**config.mk**
```make
export PLATFORM = sky130hd
export DESIGN_NAME = modrm_sib_address_decoder_flat
export DESIGN_NICKNAME = d
export VERILOG_FILES = /design/src/mrsa_pkg.sv /design/src/mrsa_if.sv /design/src/mrsa_ram.sv /design/src/mrsa_regfile.sv /design/src/mrsa_parse.sv /design/src/mrsa_ea.sv /design/src/modrm_sib_address_decoder.sv /design/src/flat_wrapper.sv
export SDC_FILE = /design/constraint.sdc
export NUM_CORES = 1
export LEC_CHECK = 0
export BUFFER_PORTS_ARGS = -buffer_cell sky130_fd_sc_hd__buf_4
export CAP_MARGIN = 20
export CORE_ASPECT_RATIO = 0.6
export CORE_MARGIN = 2
export CORE_UTILIZATION = 25
export CTS_BUF_LIST = sky130_fd_sc_hd__clkbuf_16
export DETAILED_ROUTE_END_ITERATION = 10
export MAX_ROUTING_LAYER = met4
export PLACE_DENSITY_LB_ADDON = 0.15
export SLEW_MARGIN = 40
export SYNTH_ARGS = -nofsm -noshare
export SYNTH_HDL_FRONTEND = slang
export SYNTH_SLANG_ARGS = --single-unit
```
**constraint.sdc**
```tcl
create_clock -name clk -period 6.6 [get_ports clk]
set_input_delay 0 -clock clk [delete_from_list [all_inputs] [get_ports clk]]
set_output_delay 0 -clock clk [all_outputs]
set_load 0.03 [all_outputs]
```
**src/mrsa_pkg.sv**
```systemverilog
// Shared types, constants and decode functions for the ModR/M/SIB address decoder.
package mrsa_pkg;

  localparam int unsigned RegW     = 32;
  localparam int unsigned NumRegs  = 8;
  localparam int unsigned RegSelW  = 3;

  localparam logic [2:0] R_ESP   = 3'd4;
  localparam logic [2:0] R_EBP   = 3'd5;
  localparam logic [1:0] MOD_MEM0 = 2'd0;
  localparam logic [1:0] MOD_MEM1 = 2'd1;
  localparam logic [1:0] MOD_REG  = 2'd3;

  localparam logic CMD_REG_WRITE = 1'b0;
  localparam logic CMD_CODE_BYTE = 1'b1;

  // Operand descriptor before the address add
  typedef struct packed {
    logic               is_reg;
    logic [2:0]         reg_field;
    logic [2:0]         rm;
    logic [2:0]         base;
    logic [2:0]         index;
    logic               has_base;
    logic               has_index;
    logic [1:0]         ss;
    logic [RegW-1:0]    disp;
    logic [2:0]         bytes_used;
  } desc_t;

  typedef struct packed {
    logic               en;
    logic [RegSelW-1:0] sel;
    logic [RegW-1:0]    value;
  } wr_req_t;

  typedef struct packed {
    logic               en;
    logic [RegSelW-1:0] base;
    logic [RegSelW-1:0] index;
  } rd_req_t;

  // Displacement length in bytes for a given mod and base
  function automatic logic [2:0] disp_bytes_for(input logic [1:0] md, input logic [2:0] base);
    logic [2:0] sz;
    if (md == MOD_MEM0) sz = (base == R_EBP) ? 3'd4 : 3'd0;
    else if (md == MOD_MEM1) sz = 3'd1;
    else sz = 3'd4;
    return sz;
  endfunction

  // Memory operand descriptor from ModR/M, SIB and the gathered displacement bytes
  function automatic desc_t mem_desc(input logic [7:0] modrm, input logic [7:0] sib,
                                     input logic [RegW-1:0] acc);
    desc_t      d;
    logic       sib_used;
    logic [2:0] base;
    logic [2:0] index;
    logic [2:0] dsz;
    logic       hb;
    logic       hi;
    sib_used = (modrm[2:0] == R_ESP);
    base     = sib_used ? sib[2:0] : modrm[2:0];
    index    = sib[5:3];
    dsz      = disp_bytes_for(modrm[7:6], base);
    hb       = !(modrm[7:6] == MOD_MEM0 && base == R_EBP);
    hi       = sib_used && (index != R_ESP);
    d            = '0;
    d.reg_field  = modrm[5:3];
    d.base       = hb ? base : 3'd0;
    d.index      = hi ? index : 3'd0;
    d.has_base   = hb;
    d.has_index  = hi;
    d.ss         = hi ? sib[7:6] : 2'd0;
    if (dsz == 3'd0) d.disp = '0;
    else if (dsz == 3'd1) d.disp = {{(RegW-8){acc[7]}}, acc[7:0]};
    else d.disp = acc;
    d.bytes_used = 3'd1 + {2'b00, sib_used} + dsz;
    return d;
  endfunction

endpackage

```
**src/mrsa_if.sv**
```systemverilog
// Request and result channel interfaces of the address decoder.
interface mrsa_in_if;
  logic        valid;
  logic        ready;
  logic        command;
  logic [2:0]  reg_select;
  logic [31:0] reg_value;
  logic [7:0]  code_byte;

  modport source (output valid, command, reg_select, reg_value, code_byte, input ready);
  modport sink   (input valid, command, reg_select, reg_value, code_byte, output ready);
endinterface

interface mrsa_out_if;
  logic               valid;
  logic               ready;
  logic               operand_is_register;
  logic [2:0]         reg_field;
  logic [2:0]         rm_register;
  logic [2:0]         base_register;
  logic [2:0]         index_register;
  logic               has_base;
  logic               has_index;
  logic [1:0]         scale_shift;
  logic signed [31:0] displacement;
  logic [31:0]        effective_address;
  logic [2:0]         bytes_used;

  modport source (output valid, operand_is_register, reg_field, rm_register, base_register,
                  index_register, has_base, has_index, scale_shift, displacement,
                  effective_address, bytes_used, input ready);
  modport sink   (input valid, operand_is_register, reg_field, rm_register, base_register,
                  index_register, has_base, has_index, scale_shift, displacement,
                  effective_address, bytes_used, output ready);
endinterface

```
**src/mrsa_ram.sv**
```systemverilog
// Generic single-write, registered-read RAM.
module mrsa_ram #(
  parameter int unsigned Width = 32,
  parameter int unsigned Depth = 8
) (
  input  logic                                        clk,
  input  logic                                        we,
  input  logic [((Depth > 1) ? $clog2(Depth) : 1)-1:0] waddr,
  input  logic [Width-1:0]                            wdata,
  input  logic                                        re,
  input  logic [((Depth > 1) ? $clog2(Depth) : 1)-1:0] raddr,
  output logic [Width-1:0]                            rdata
);

  logic [Width-1:0] mem [Depth];

  always_ff @(posedge clk) begin
    if (we) begin
      mem[waddr] <= wdata;
    end
    if (re) begin
      rdata <= mem[raddr];
    end
  end

endmodule

```
**src/mrsa_regfile.sv**
```systemverilog
// General register file: two read ports (base, index), reset-to-zero via valid bits.
module mrsa_regfile import mrsa_pkg::*; (
  input  logic            clk,
  input  logic            rst,
  input  wr_req_t         wr,
  input  rd_req_t         rd,
  output logic [RegW-1:0] base_val,
  output logic [RegW-1:0] index_val
);

  logic [NumRegs-1:0] written;
  logic               base_ok;
  logic               index_ok;
  logic [RegW-1:0]    base_raw;
  logic [RegW-1:0]    index_raw;

  always_ff @(posedge clk) begin
    if (rst) begin
      written  <= '0;
      base_ok  <= 1'b0;
      index_ok <= 1'b0;
    end else begin
      if (wr.en) begin
        written[wr.sel] <= 1'b1;
      end
      if (rd.en) begin
        base_ok  <= written[rd.base];
        index_ok <= written[rd.index];
      end
    end
  end

  mrsa_ram #(.Width(RegW), .Depth(NumRegs)) u_base_ram (
    .clk   (clk),
    .we    (wr.en),
    .waddr (wr.sel),
    .wdata (wr.value),
    .re    (rd.en),
    .raddr (rd.base),
    .rdata (base_raw)
  );

  mrsa_ram #(.Width(RegW), .Depth(NumRegs)) u_index_ram (
    .clk   (clk),
    .we    (wr.en),
    .waddr (wr.sel),
    .wdata (wr.value),
    .re    (rd.en),
    .raddr (rd.index),
    .rdata (index_raw)
  );

  assign base_val  = base_ok  ? base_raw  : '0;
  assign index_val = index_ok ? index_raw : '0;

endmodule

```
**src/mrsa_parse.sv**
```systemverilog
// Byte-stream parser: ModR/M, SIB and displacement phases, descriptor stage register.
module mrsa_parse import mrsa_pkg::*; (
  input  logic         clk,
  input  logic         rst,
  mrsa_in_if.sink      stream,
  input  logic         take,
  output logic         desc_valid,
  output desc_t        desc,
  output wr_req_t      wr,
  output rd_req_t      rd
);

  localparam logic [1:0] PH_MODRM = 2'd0;
  localparam logic [1:0] PH_SIB   = 2'd1;
  localparam logic [1:0] PH_DISP  = 2'd2;

  logic [1:0]      phase;
  logic [1:0]      phase_next;
  logic [7:0]      held_modrm;
  logic [7:0]      held_modrm_next;
  logic [7:0]      held_sib;
  logic [7:0]      held_sib_next;
  logic [RegW-1:0] acc;
  logic [RegW-1:0] acc_next;
  logic [2:0]      left;
  logic [2:0]      left_next;

  logic            accept;
  logic            emit;
  desc_t           desc_new;
  logic [2:0]      dsz;
  logic [2:0]      size;
  logic [2:0]      left_eff;
  logic [2:0]      left_dec;
  logic [1:0]      pos;
  logic [RegW-1:0] acc_or;
  logic [7:0]      b;

  assign stream.ready = !desc_valid || take;
  assign accept       = stream.valid && stream.ready;
  assign b            = stream.code_byte;

  assign wr.en    = accept && (stream.command == CMD_REG_WRITE);
  assign wr.sel   = stream.reg_select;
  assign wr.value = stream.reg_value;

  always_comb begin
    phase_next      = phase;
    held_modrm_next = held_modrm;
    held_sib_next   = held_sib;
    acc_next        = acc;
    left_next       = left;
    emit            = 1'b0;
    desc_new        = '0;
    dsz             = '0;
    size            = (held_modrm[7:6] == MOD_MEM1) ? 3'd1 : 3'd4;
    left_eff        = (left == 3'd0 || left > size) ? size : left;
    left_dec        = left_eff - 3'd1;
    pos             = 2'(size - left_eff);
    acc_or          = acc | ({{(RegW-8){1'b0}}, b} << {pos, 3'b000});
    if (accept && stream.command == CMD_CODE_BYTE) begin
      unique case (phase)
        PH_SIB: begin
          held_sib_next = b;
          dsz           = disp_bytes_for(held_modrm[7:6], b[2:0]);
          acc_next      = '0;
          if (dsz == 3'd0) begin
            phase_next = PH_MODRM;
            left_next  = '0;
            emit       = 1'b1;
            desc_new   = mem_desc(held_modrm, b, '0);
          end else begin
            phase_next = PH_DISP;
            left_next  = dsz;
          end
        end
        PH_DISP: begin
          acc_next  = acc_or;
          left_next = left_dec;
          if (left_dec == 3'd0) begin
            phase_next = PH_MODRM;
            emit       = 1'b1;
            desc_new   = mem_desc(held_modrm, held_sib, acc_or);
          end
        end
        default: begin
          // ModR/M byte; an unused phase code is treated the same way
          held_modrm_next = b;
          held_sib_next   = '0;
          if (b[7:6] == MOD_REG) begin
            phase_next         = PH_MODRM;
            left_next          = '0;
            acc_next           = '0;
            emit               = 1'b1;
            desc_new.is_reg    = 1'b1;
            desc_new.reg_field = b[5:3];
            desc_new.rm        = b[2:0];
            desc_new.bytes_used = 3'd1;
          end else if (b[2:0] == R_ESP) begin
            phase_next = PH_SIB;
          end else begin
            dsz      = disp_bytes_for(b[7:6], b[2:0]);
            acc_next = '0;
            if (dsz == 3'd0) begin
              phase_next = PH_MODRM;
              left_next  = '0;
              emit       = 1'b1;
              desc_new   = mem_desc(b, 8'h00, '0);
            end else begin
              phase_next = PH_DISP;
              left_next  = dsz;
            end
          end
        end
      endcase
    end
  end

  // Register file read issued alongside the descriptor load
  assign rd.en    = emit;
  assign rd.base  = desc_new.base;
  assign rd.index = desc_new.index;

  always_ff @(posedge clk) begin
    if (rst) begin
      phase      <= PH_MODRM;
      held_modrm <= '0;
      held_sib   <= '0;
      acc        <= '0;
      left       <= '0;
      desc_valid <= 1'b0;
    end else begin
      phase      <= phase_next;
      held_modrm <= held_modrm_next;
      held_sib   <= held_sib_next;
      acc        <= acc_next;
      left       <= left_next;
      if (emit) begin
        desc_valid <= 1'b1;
      end else if (take) begin
        desc_valid <= 1'b0;
      end
    end
  end

  always_ff @(posedge clk) begin
    if (emit) begin
      desc <= desc_new;
    end
  end

endmodule

```
**src/mrsa_ea.sv**
```systemverilog
// Effective address adder and result register.
module mrsa_ea import mrsa_pkg::*; (
  input  logic            clk,
  input  logic            rst,
  input  logic            desc_valid,
  input  desc_t           desc,
  input  logic [RegW-1:0] base_val,
  input  logic [RegW-1:0] index_val,
  output logic            take,
  mrsa_out_if.source      result
);

  logic [RegW-1:0] scaled;
  logic [RegW-1:0] ea;

  assign scaled = index_val << desc.ss;
  assign ea     = desc.disp
                + (desc.has_base  ? base_val : '0)
                + (desc.has_index ? scaled   : '0);
  assign take   = desc_valid && (!result.valid || result.ready);

  always_ff @(posedge clk) begin
    if (rst) begin
      result.valid <= 1'b0;
    end else if (take) begin
      result.valid <= 1'b1;
    end else if (result.ready) begin
      result.valid <= 1'b0;
    end
  end

  always_ff @(posedge clk) begin
    if (take) begin
      result.operand_is_register <= desc.is_reg;
      result.reg_field           <= desc.reg_field;
      result.rm_register         <= desc.rm;
      result.base_register       <= desc.base;
      result.index_register      <= desc.index;
      result.has_base            <= desc.has_base;
      result.has_index           <= desc.has_index;
      result.scale_shift         <= desc.ss;
      result.displacement        <= $signed(desc.disp);
      result.effective_address   <= ea;
      result.bytes_used          <= desc.bytes_used;
    end
  end

endmodule

```
**src/modrm_sib_address_decoder.sv**
```systemverilog
// Top level of the 32-bit x86 ModR/M/SIB operand and effective address decoder.
// One request is taken per cycle: either a write to one of the eight general
// registers or the next instruction byte. The parser walks ModR/M, optional SIB
// and 0, 1 or 4 displacement bytes; on the final byte of an operand it loads a
// descriptor stage and reads base and index from the register file (two small
// RAMs with registered read, kept in step by every write; entries never written
// read as zero through per-register valid bits, so no clearing pass is needed).
// From the descriptor stage the sum disp + base + (index << ss) goes into the
// result register. Throughput is one request per cycle with no bubbles;
// stalls on the result side hold the descriptor stage and in turn deassert
// ready. Register writes that arrive mid-operand are applied at once and seen
// by the address of that operand.
module modrm_sib_address_decoder import mrsa_pkg::*; (
  input  logic       clk,
  input  logic       rst,
  mrsa_in_if.sink    stream,
  mrsa_out_if.source result
);

  wr_req_t         wr;
  rd_req_t         rd;
  desc_t           desc;
  logic            desc_valid;
  logic            take;
  logic [RegW-1:0] base_val;
  logic [RegW-1:0] index_val;

  // Phase tracking, displacement gathering and descriptor stage
  mrsa_parse u_parse (
    .clk        (clk),
    .rst        (rst),
    .stream     (stream),
    .take       (take),
    .desc_valid (desc_valid),
    .desc       (desc),
    .wr         (wr),
    .rd         (rd)
  );

  // Register file, read data lines up with the descriptor stage
  mrsa_regfile u_regfile (
    .clk       (clk),
    .rst       (rst),
    .wr        (wr),
    .rd        (rd),
    .base_val  (base_val),
    .index_val (index_val)
  );

  // Three-input address add into the result register
  mrsa_ea u_ea (
    .clk        (clk),
    .rst        (rst),
    .desc_valid (desc_valid),
    .desc       (desc),
    .base_val   (base_val),
    .index_val  (index_val),
    .take       (take),
    .result     (result)
  );

endmodule

```
**src/flat_wrapper.sv**
```systemverilog
// flat-port wrapper written by rule: the top's interface ports become plain ports
module modrm_sib_address_decoder_flat import mrsa_pkg::*;
  (clk, rst, stream_valid, stream_command, stream_reg_select, stream_reg_value, stream_code_byte, stream_ready, result_valid, result_operand_is_register, result_reg_field, result_rm_register, result_base_register, result_index_register, result_has_base, result_has_index, result_scale_shift, result_displacement, result_effective_address, result_bytes_used, result_ready);
  mrsa_in_if stream_i ();
  mrsa_out_if result_i ();
  input  logic clk;
  input  logic rst;
  input wire logic [$bits(stream_i.valid)-1:0] stream_valid;
  input wire logic [$bits(stream_i.command)-1:0] stream_command;
  input wire logic [$bits(stream_i.reg_select)-1:0] stream_reg_select;
  input wire logic [$bits(stream_i.reg_value)-1:0] stream_reg_value;
  input wire logic [$bits(stream_i.code_byte)-1:0] stream_code_byte;
  output wire logic [$bits(stream_i.ready)-1:0] stream_ready;
  output wire logic [$bits(result_i.valid)-1:0] result_valid;
  output wire logic [$bits(result_i.operand_is_register)-1:0] result_operand_is_register;
  output wire logic [$bits(result_i.reg_field)-1:0] result_reg_field;
  output wire logic [$bits(result_i.rm_register)-1:0] result_rm_register;
  output wire logic [$bits(result_i.base_register)-1:0] result_base_register;
  output wire logic [$bits(result_i.index_register)-1:0] result_index_register;
  output wire logic [$bits(result_i.has_base)-1:0] result_has_base;
  output wire logic [$bits(result_i.has_index)-1:0] result_has_index;
  output wire logic [$bits(result_i.scale_shift)-1:0] result_scale_shift;
  output wire logic [$bits(result_i.displacement)-1:0] result_displacement;
  output wire logic [$bits(result_i.effective_address)-1:0] result_effective_address;
  output wire logic [$bits(result_i.bytes_used)-1:0] result_bytes_used;
  input wire logic [$bits(result_i.ready)-1:0] result_ready;
  assign stream_i.valid = stream_valid;
  assign stream_i.command = stream_command;
  assign stream_i.reg_select = stream_reg_select;
  assign stream_i.reg_value = stream_reg_value;
  assign stream_i.code_byte = stream_code_byte;
  assign stream_ready = stream_i.ready;
  assign result_valid = result_i.valid;
  assign result_operand_is_register = result_i.operand_is_register;
  assign result_reg_field = result_i.reg_field;
  assign result_rm_register = result_i.rm_register;
  assign result_base_register = result_i.base_register;
  assign result_index_register = result_i.index_register;
  assign result_has_base = result_i.has_base;
  assign result_has_index = result_i.has_index;
  assign result_scale_shift = result_i.scale_shift;
  assign result_displacement = result_i.displacement;
  assign result_effective_address = result_i.effective_address;
  assign result_bytes_used = result_i.bytes_used;
  assign result_i.ready = result_ready;
  modrm_sib_address_decoder u_core (.clk(clk), .rst(rst), .stream(stream_i), .result(result_i));
endmodule
```
==> run metrics <==
Crit path required time=6.96 ns; synthesized cell area=25790 µm²; total global routing track utilization=0.1465; starting density of the core=0.2517; crit path cell chain=buf_4 > inv_1 > buf_4 > nand3_1 > a21bo_2 > nand2_1 > fa_1 > inv_1 > ha_1 > a21o_1 > a21oi_1 > o21bai_1 > a21boi_1 > o21ai_1 > nor2b_1 > a2111o_1 > and4_1 > or3_1; Avg WL per Cell=20.99 µm; max cap viols=0; Syn Nets=2222; leak pwr=0.01073 µW; CTS Root Cell=clkbuf_16; Top FF cell, synth=edfxtp_1; peak supply drop=0.0002021 V; CTS sink cnt=521; initial antenna violation count=2; CP arrival=5.33 ns; I/O pin cnt=134; status=completed; DP HPWL=49.72 mm; 1st-iter DRT viols=1042; Top delay family on crit path=compound AO/OA/AOI/OAI gates; gr ovfl total=0; largest net degree at the start of global routing=102; number of synthesized flops with an enable pin=456; RSZ-0062 raised after global routing=no; Critical-path top delay cell=fa_1; DRT antenna net count=0; Die Y=252.8 µm; Slew HR=0.4257; layout cells sized above 1=0.1614; crit end category=flip-flop; Post-CTS Setup Bufs=0; ys async rst share=0; Tmin final=4.973 ns; sequential element share of the synthesized area=0.5814; vias=16850; fmax=201.1 MHz; worst-margin pin slew=0.8615 ns; fin area=30580 µm²; drt via density=4.618; Clock Latency Late Sink=0.62 ns; worst setup path class=flip-flop to flip-flop; final slew viol count=0; yosys warns=0; critical-path maximum fanout=32; vias in the first global route=17220; P per Cell Area=235.0 nW/µm²; PostCTS Resize Cnt=0; Layout area overhead=18.59%; TritonRoute pass-1 iters=5; Max clock buf depth=3; GP Congestion=0.8120; CTS Buf Count=51; fin nets=2374; final WL=76.56 mm; CTS tree=done; worst min path class=input port to flip-flop; ranking of synthesized cells by area=edfxtp_1 53%, mux2i_1 11%, dfxtp_1 5.0%, mux2_2 4.0%, nor2_1 3.7%; num rows=91; startpoint types=flip-flop; H-tree Lvls=2; area leader, netlist=edfxtp_1; final number of hold-violating endpoints=0; Die X-Extent=418.6 µm; WP buf/inv=4; period utilization=0.7535; #FFs+latches synth=521; Final Skew=0.02256 ns; core area=102500 µm²; Hold Slack=0.06376 ns; # port buffers=133; count of cell types in the netlist=70; Hold Buf Count CTS=45; drt drc=0; first-pass GRT wire length=112.4 mm; Setup TNS Final=0 ns; synthesized instance count=2103; CP max stage delay=0.56 ns; die area=105800 µm²; placed instance area=28470 µm²; Setup-failing EPs final=0; Worst-path clk slew=0.07 ns; post-route total power=7188 µW; syn avg cell area=12.26 µm²; post-synth top area share=0.5310
## per-stage QoR
step	cells	utilization	setup WS (ns)
final	3648	0.2985	1.627
after global routing	3648	0.2985	1.283
after CTS	3646	0.2984	1.680
after detailed placement	3505	0.2778	1.692
after global placement	3501	0.2768	1.647
after floorplan	2103	-	0.7419
## area by class of cell
class / instances / area (µm²)
clock buffer: 53 / 1326
timing repair buffer: 221 / 1899
sequential: 521 / 14990
clock inverter: 43 / 325.3
fill: 10450 / 71890
inverter: 108 / 407.9
multi-input combinational: 1352 / 9940
antenna: 2 / 5.005
tap: 1348 / 1687
## power breakdown
group | total, µW | switching, µW | internal [µW]
Combinational | 521 | 328 | 193
Clock | 2970 | 1320 | 1650
Sequential | 3700 | 39.7 | 3660
Total | 7190 | 1690 | 5500
## synth_stat cells (5+ instances only)
library cell    n
o21ai_1        47
nor2_1        251
nand2_1       115
a22oi_1         5
buf_1          15
clkbuf_1       70
buf_4           6
nor2b_1        18
buf_6          10
xor2_1         10
inv_1         106
dfxtp_1        65
nand3_1        50
edfxtp_1      456
nand2b_1       12
a21o_1         13
and3_1         15
o21a_1         15
o21bai_1        6
a21oi_1        93
o21ai_0        69
ha_1           39
buf_2          21
mux2i_1       293
a211oi_1       63
nor3_1         17
xnor2_1        20
and2_1          7
fa_1           32
mux2_2         92
## worst register-to-register path: cells and delay by family, from the launching register on
kind                       cells  cell delay, ns
AOI/OAI and AO/OA              7            1.84
buffers and inverters          4            0.70
adders and majority gates      2            0.83
and+or+nand+nor                5            0.99
DFF                            1            0.36
## state kept, by name, summed over array words and instances (netlist names), 8 cells and up
signal	count
u_core.u_regfile.u_index_ram.mem	192
u_core.u_ea.result.displacement	32
u_core.u_ea.result.effective_address	32
u_core.u_regfile.u_base_ram.rdata	32
u_core.u_parse.held_modrm	8
u_core.u_parse.desc	52
u_core.u_regfile.written	8
u_core.u_regfile.u_index_ram.rdata	32
u_core.u_parse.acc	32
u_core.u_regfile.u_base_ram.mem	64
u_core.u_parse.held_sib	8
## routing by layer
layer,GRT usage,share of wire
met1,0.2143,0.51
met2,0.2150,0.43
met3,0.02117,0.039
met4,0.02775,0.015
met5,-,0
## cells in the final DEF (no fill, tap or decap), types with 7 or more instances in the layout
cell type / instances
edfxtp_1: 456
mux2i_1: 293
nor2_1: 244
buf_4: 167
inv_1: 121
nand2_1: 114
a21oi_1: 92
mux2_2: 92
o21ai_0: 69
dfxtp_1: 65
a211oi_1: 63
clkbuf_16: 53
nand3_1: 50
o21ai_1: 46
dlygate4sd3_1: 45
ha_1: 38
fa_1: 32
xnor2_1: 20
nor2b_1: 17
and3_1: 15
o21a_1: 15
nor3_1: 14
a21o_1: 12
nand2b_1: 11
clkinv_1: 11
xor2_1: 10
nor2_4: 8
clkinv_2: 8
and2_1: 7
buf_12: 7
## path summary, 6_finish.rpt
path | start | cells past startpoint | to | slack [ns]
min reg2reg | u_core.u_parse.desc[50] | 0 | u_core.u_ea.result.reg_field[2] | 0.42
max | u_core.u_parse.desc[36] | 18 | u_core.u_ea.result.effective_address[28] | 1.63
max reg2reg | u_core.u_parse.desc[36] | 18 | u_core.u_ea.result.effective_address[28] | 1.63
min | stream_valid | 5 | u_core.u_parse.held_modrm[0] | 0.06
## cells by family (layout without fill, tap and decap cells)
family	Yosys count	in the layout	synth area share
fa+ha+maj	71	71	0.04376
simple gates	510	510	0.08616
xor+xnor	30	30	0.01019
other cells	0	2	0
compound gates	356	356	0.08631
buf+inv	230	425	0.03828
mux	385	385	0.1539
flops	521	521	0.5814
(Power assumes the default switching activity.)
